File: config.mk
export PLATFORM = sky130hd
export DESIGN_NAME = kyber_mul_unit
export DESIGN_NICKNAME = d
export VERILOG_FILES = /design/src/rtl/kyber_pkg.sv /design/src/rtl/kyber_mul_unit.sv
export SDC_FILE = /design/constraint.sdc
export NUM_CORES = 1
export LEC_CHECK = 0
export BUFFER_PORTS_ARGS = -buffer_cell sky130_fd_sc_hd__buf_2
export CAP_MARGIN = 10
export CORE_MARGIN = 2
export CORE_UTILIZATION = 59
export CTS_CLUSTER_SIZE = 20
export DETAILED_ROUTE_END_ITERATION = 8
export GPL_ROUTABILITY_DRIVEN = 0
export PLACE_DENSITY_LB_ADDON = 0.08
export SLEW_MARGIN = 20
export SYNTH_ARGS = -nofsm -noshare
export SYNTH_HDL_FRONTEND = slang
export SYNTH_SLANG_ARGS = --single-unit
File: constraint.sdc
create_clock -name clk -period 5.7 [get_ports clk]
set_clock_uncertainty 0.05 [all_clocks]
set_input_delay 0.855 -clock clk [delete_from_list [all_inputs] [get_ports clk]]
set_output_delay 0.855 -clock clk [all_outputs]
set_load 0.03 [all_outputs]
File: src/rtl/kyber_pkg.sv
// ----------------------------------------------------------------------------
// kyber_pkg
// Shared constants, item mode codes and twiddle tables for the Kyber NTT engine.
// ----------------------------------------------------------------------------
`default_nettype none

package kyber_pkg;

  localparam int POLY_LENGTH = 256;
  localparam int ADDR_W      = $clog2(POLY_LENGTH);
  localparam int COEF_W      = 16;
  localparam int MUL_W       = 17;
  localparam int PROD_W      = 32;

  localparam logic signed [MUL_W-1:0] MODULUS_Q    = 17'sd3329;
  localparam logic signed [MUL_W-1:0] Q_INVERSE    = 17'sd62209;
  localparam logic signed [MUL_W-1:0] BARRETT_MULT = 17'sd20159;
  localparam int                      BARRETT_SHIFT = 26;
  localparam logic signed [COEF_W-1:0] INV_SCALE   = 16'sd1441;

  typedef enum logic [1:0] {
    MODE_WRITE = 2'd0,
    MODE_FWD   = 2'd1,
    MODE_INV   = 2'd2,
    MODE_READ  = 2'd3
  } mode_t;

  // forward roots, 2^16 * 17^brv7(i) mod q, centered
  localparam logic signed [COEF_W-1:0] FWD_ZETA [128] = '{
    -16'sd1044, -16'sd758,  -16'sd359,  -16'sd1517,  16'sd1493,  16'sd1422,  16'sd287,
     16'sd202,  -16'sd171,   16'sd622,   16'sd1577,  16'sd182,   16'sd962,  -16'sd1202,
    -16'sd1474,  16'sd1468,  16'sd573,  -16'sd1325,  16'sd264,   16'sd383,  -16'sd829,
     16'sd1458, -16'sd1602, -16'sd130,  -16'sd681,   16'sd1017,  16'sd732,   16'sd608,
    -16'sd1542,  16'sd411,  -16'sd205,  -16'sd1571,  16'sd1223,  16'sd652,  -16'sd552,
     16'sd1015, -16'sd1293,  16'sd1491, -16'sd282,  -16'sd1544,  16'sd516,  -16'sd8,
    -16'sd320,  -16'sd666,  -16'sd1618, -16'sd1162,  16'sd126,   16'sd1469, -16'sd853,
    -16'sd90,   -16'sd271,   16'sd830,   16'sd107,  -16'sd1421, -16'sd247,  -16'sd951,
    -16'sd398,   16'sd961,  -16'sd1508, -16'sd725,   16'sd448,  -16'sd1065,  16'sd677,
    -16'sd1275, -16'sd1103,  16'sd430,   16'sd555,   16'sd843,  -16'sd1251,  16'sd871,
     16'sd1550,  16'sd105,   16'sd422,   16'sd587,   16'sd177,  -16'sd235,  -16'sd291,
    -16'sd460,   16'sd1574,  16'sd1653, -16'sd246,   16'sd778,   16'sd1159, -16'sd147,
    -16'sd777,   16'sd1483, -16'sd602,   16'sd1119, -16'sd1590,  16'sd644,  -16'sd872,
     16'sd349,   16'sd418,   16'sd329,  -16'sd156,  -16'sd75,    16'sd817,   16'sd1097,
     16'sd603,   16'sd610,   16'sd1322, -16'sd1285, -16'sd1465,  16'sd384,  -16'sd1215,
    -16'sd136,   16'sd1218, -16'sd1335, -16'sd874,   16'sd220,  -16'sd1187, -16'sd1659,
    -16'sd1185, -16'sd1530, -16'sd1278,  16'sd794,  -16'sd1510, -16'sd854,  -16'sd870,
     16'sd478,  -16'sd108,  -16'sd308,   16'sd996,   16'sd991,   16'sd958,  -16'sd1460,
     16'sd1522,  16'sd1628
  };

  // inverse roots are the negated forward roots in reverse order; index 127 gives INV_SCALE instead
  function automatic logic signed [COEF_W-1:0] inv_zeta(input logic [6:0] k);
    logic [6:0] rk;
    rk = 7'd127 - k;
    if (k == 7'd127) begin
      return INV_SCALE;
    end
    return -FWD_ZETA[rk];
  endfunction

endpackage

`default_nettype wire

File: src/rtl/kyber_mul_unit.sv
// ----------------------------------------------------------------------------
// kyber_mul_unit
// Shared signed 17x17 multiplier with a registered 32-bit product.
// ----------------------------------------------------------------------------
`default_nettype none

module kyber_mul_unit (
  input  wire                                      clk,
  input  wire                                      en,
  input  wire  logic signed [kyber_pkg::MUL_W-1:0] op_a,
  input  wire  logic signed [kyber_pkg::MUL_W-1:0] op_b,
  output logic signed [kyber_pkg::PROD_W-1:0]      prod_r
);
  import kyber_pkg::*;

  logic signed [2*MUL_W-1:0] prod_full;

  assign prod_full = op_a * op_b;

  // only the low 32 bits of any product are ever used
  always_ff @(posedge clk) begin
    if (en) begin
      prod_r <= prod_full[PROD_W-1:0];
    end
  end

endmodule

`default_nettype wire

==> Yosys cells after proc, flatten, opt, wreduce, memory -nomap -nowiden <==
Index checks and enable logic that the tools add are counted.
{ "word_totals": {"input_bits": 36, "register_bits": 32, "output_inout_bits": 32, "wordCells": 2} }
{ "classes": {"mul": 1} }
{ "ops": {"columns": ["operator", "n"], "rows": [
  ["$mul A17 B17 Y32", 1]
]} }

==> Longest topological paths before layout <==
{ "logic_depth": {"ltp_word": 1, "ltp_mapped": 24, "depth_no_buf": 22} }

==> Worst setup path after synthesis <==
No wires, ideal clock.
{ "synth_timing": {"path_kind": "input -> register", "from": "in op_b[2] (netlist name)", "to": "reg prod_r[30] (netlist name), data pin", "path_buffers": 1, "required_ns": 5.391, "slack_ns": -0.564, "arrival_time_ns": 5.955, "cell_stages": 16, "setup_time_ns": 0.259, "path_cell_list": "clkbuf_1 -> nand2_1 -> inv_1 -> fa_1 -> fa_1 -> fa_1 -> fa_1 -> fa_1 -> fa_1 -> ha_1 -> a21o_1 -> a21o_1 -> a21o_1 -> a211oi_1 -> a21oi_2 -> a211o_1"} }
{ "synth_between": {"elab_chain_len": 1} }
{ "synth_lines": {"columns": ["item", "line", "source"], "rows": [
  ["start: declaration", "kyber_mul_unit.sv:11", "input wire logic signed [kyber_pkg::MUL_W-1:0] op_b,"],
  ["$mul A17 B17 Y32", "kyber_mul_unit.sv:18", "assign prod_full = op_a * op_b;"],
  ["via prod_full[30]", "kyber_mul_unit.sv:16", "logic signed [2*MUL_W-1:0] prod_full;"],
  ["end signal: assignment", "kyber_mul_unit.sv:23", "prod_r <= prod_full[PROD_W-1:0];"],
  ["end: declaration", "kyber_mul_unit.sv:12", "output logic signed [kyber_pkg::PROD_W-1:0] prod_r"]
]} }
The timed path passes the listed nets, and every way through them passes these cells.
A chain may end at the register's enable or synchronous reset.

==> Worst setup path after layout <==
{ "layout_timing": {"from": "in op_a[10] (netlist name)", "to": "reg prod_r[25] (netlist name), data pin"} }
{ "layout_between": {"elab_chain_len": 1} }
{ "layout_lines": {"columns": ["item", "line", "source"], "rows": [
  ["start: declaration", "kyber_mul_unit.sv:10", "input wire logic signed [kyber_pkg::MUL_W-1:0] op_a,"],
  ["$mul A17 B17 Y32", "kyber_mul_unit.sv:18", null],
  ["via prod_full[25]", "kyber_mul_unit.sv:16", null]
]} }
The timed path passes the listed nets, and every way through them passes these cells.

==> impl_metrics.ini <==
[drt]
viasPerCell = 5.20
drt_iter0_markers = 439
wire_per_inst_um = 17.7
vias = 8678
ant_nets = 0
drt-total-wl_um = 29600
remaining_drc_errors = 0
first_pass_iters = 5

[logic_synthesis]
syn-cell-area_sq_mm = 0.0116
synth_edf_count = 32
synthAdderAreaFrac = 0.576
synth_cells = 1190
yosysWarnings = 0
synth_xor_area_frac = 0.0310
async_reset_ff_frac = 0
synth_compound_area_frac = 0.0497
synth_top_family_by_area = adder cells
synth_seq_area_share = 0.0830
ys_types = 49
synth_nets = 1590
avgSynthCellArea_sq_um = 9.73
synth_simple_gate_area_frac = 0.146
synth-main-ff-cell = edfxtp_1
yosys-mux-area-fraction = 0
ys_seq_elements = 32

[cts]
h-tree-depth = 2
tritoncts = built
cts_hold_buf = 0
clk_pin_slew_worst_paths_ns = 0.06
clock_sinks = 32
cts_buffers = 5
cts-root-buf = clkbuf_16
clockBufferDepth = 2

[setup_path]
critPathRequiredTime_ns = 5.69
critPathMostFrequentCell = fa_1
worst-path-buf-inv = 5
end_kind = register
critical_path_arrival_ns = 5.85
crit_chain = buf_6 > nand2_2 > fa_1 > inv_1 > fa_1 > fa_1 > fa_1 > fa_1 > inv_1 > fa_1 > inv_2 > ha_4 > a211oi_2 > o211ai_1 > a41oi_2 > o21ai_2 > a21oi_2 > buf_4 > nor2_1 > nor2_1 > xnor2_1
max_stage_delay_ns = 0.55
crit_family = adder cells
crit_type = in -> reg
cp_slowest_cell = fa_1
cp-start-kind = primary input
cp_max_fo = 9

[finish]
nets = 1803
areaGrowthSynthToFinish_pct = 24.6
drive_gt1_frac = 0.271
regMostFlops = prod_r
top_regs = prod_r: 32 flops
antennaDiodeCount = 0
largest_reg_flops = 32

[global_route]
grt_antenna_before_repair = 0
grt_pass1_wl_um = 48800
grt_pass1_vias = 9854
grt_usage = 0.308
overflow = 0
grt_max_degree = 33

[timing]
whs_ns = 1.11
drv_slew = 0
setup_viol = 10
finalWorstSetupSlack_ns = -0.158
relSlewSlack = 0.486
period_needed_ns = 5.86
finalHoldViolations = 0
rsz0062_at_grt = true
fmax_ghz = 0.171
tns_ns = -0.953
max_slew.worst_pin.slew_ns = 0.772
fin_crit_sh = 1.03

[floorplanning]
io_pins = 68
start_util = 0.599
die-width_um = 144
rows = 51
die_area_sq_mm = 0.0208
core_area_sq_mm = 0.0193
die_h_um = 144

[run]
drv_cap = 0

[placement]
place_ws_ns = -0.630
hpwl_um = 24900
port_buffers = 67

[min_path]
hold_class = in -> reg

[run_status]
status = complete, but fails checks
violations = negative setup slack
==> cells in the mapped netlist, types with 2 or more instances <==
library cell  number  area, sq um
a211o_1            2         17.5
a211oi_1           5         37.5
a211oi_2           2         25.0
a21o_1             7         52.6
a21oi_1           19         95.1
a21oi_2            4         35.0
and2_1           144          901
buf_6              2         22.5
clkbuf_1          34          128
edfxtp_1          32          961
fa_1             282         5650
ha_1              82         1030
inv_1            308         1160
nand2_1          141          529
nand2b_1           8         50.1
nand3_1            3         15.0
nand4_1            2         12.5
nor2_1            24         90.1
o211ai_1           2         15.0
o21a_1             6         45.0
o21ai_0            9         45.0
o21ai_1            2         10.0
o21bai_1           2         15.0
o31a_4             2         35.0
o31ai_1            2         15.0
or3_2              2         15.0
xnor2_1           33          289
xor2_1             8         70.1
==> area by class of cell <==
cell class                 count  area (sq um)
clock buffer                   5           125
timing repair buffer         243          2030
fill                        1383          4910
inverter                     309          1160
multi-input combinational    812          9770
sequential                    32           961
tap                          265           332
clock inverter                 3          42.5
==> placed cells by master (no fill, tap or decap), types with 3 or more instances in the layout <==
cell type,instances
nor2_2,3
fa_2,19
fa_1,263
buf_8,6
buf_12,13
inv_1,290
xnor2_1,32
nor2_1,20
buf_6,25
and2_1,124
a21oi_2,8
ha_4,15
clkbuf_16,5
inv_2,18
buf_4,159
o21a_1,5
nand2_2,10
xor2_1,8
a21o_1,7
a21oi_1,14
nand2_1,128
buf_2,39
o21ai_0,8
nand3_1,3
ha_1,66
a211oi_2,5
and2_4,20
edfxtp_1,32
nand2b_1,8
==> per-layer routing <==
metal | vias to the layer above | track usage | share of wire
met2 | 227 | 0.561 | 0.52
li1 | 3903 | - | -
met5 | - | 0 | 0
met3 | 70 | 0.0301 | 0.043
met1 | 4478 | 0.385 | 0.40
met4 | 0 | 0.107 | 0.035
==> logic make-up (layout without fill, tap and decap cells) <==
| kind of cell | count (synthesis) | count (layout) |
|---|---|---|
| XOR/XNOR | 41 | 41 |
| AND/OR/NAND/NOR | 333 | 333 |
| flip-flops | 32 | 32 |
| buffers and inverters | 346 | 560 |
| AO/OA/AOI/OAI | 74 | 74 |
| adder cells (fa/ha/maj) | 364 | 364 |
==> what timing repair did <==
action | in CTS | in global routing
setup buffers | 19 | 7
resized for setup | 109 | 86
setup endpoints to repair | 14 | 15
pin swaps | 87 | 49
==> per-stage QoR <==
| step | instance area [sq um] | util | cells |
|---|---|---|---|
| after CTS | 14100 | 0.728 | 1665 |
| after global routing | 14400 | 0.746 | 1669 |
| after detailed placement | 13400 | 0.693 | 1639 |
| final | 14400 | 0.746 | 1669 |
| after floorplan | 11800 | - | 1190 |
| after global placement | 13400 | 0.693 | 1639 |
==> final timing paths <==
check                 slack [ns]  depth (start not counted)      from          to
worst min-delay path        1.11                          2   op_b[0]   prod_r[0]
worst max-delay path       -0.16                         21  op_a[10]  prod_r[25]
Power is left out: the tool's default activity adds up to more than one toggle a clock period on the data nets, which glitch-free logic cannot reach.
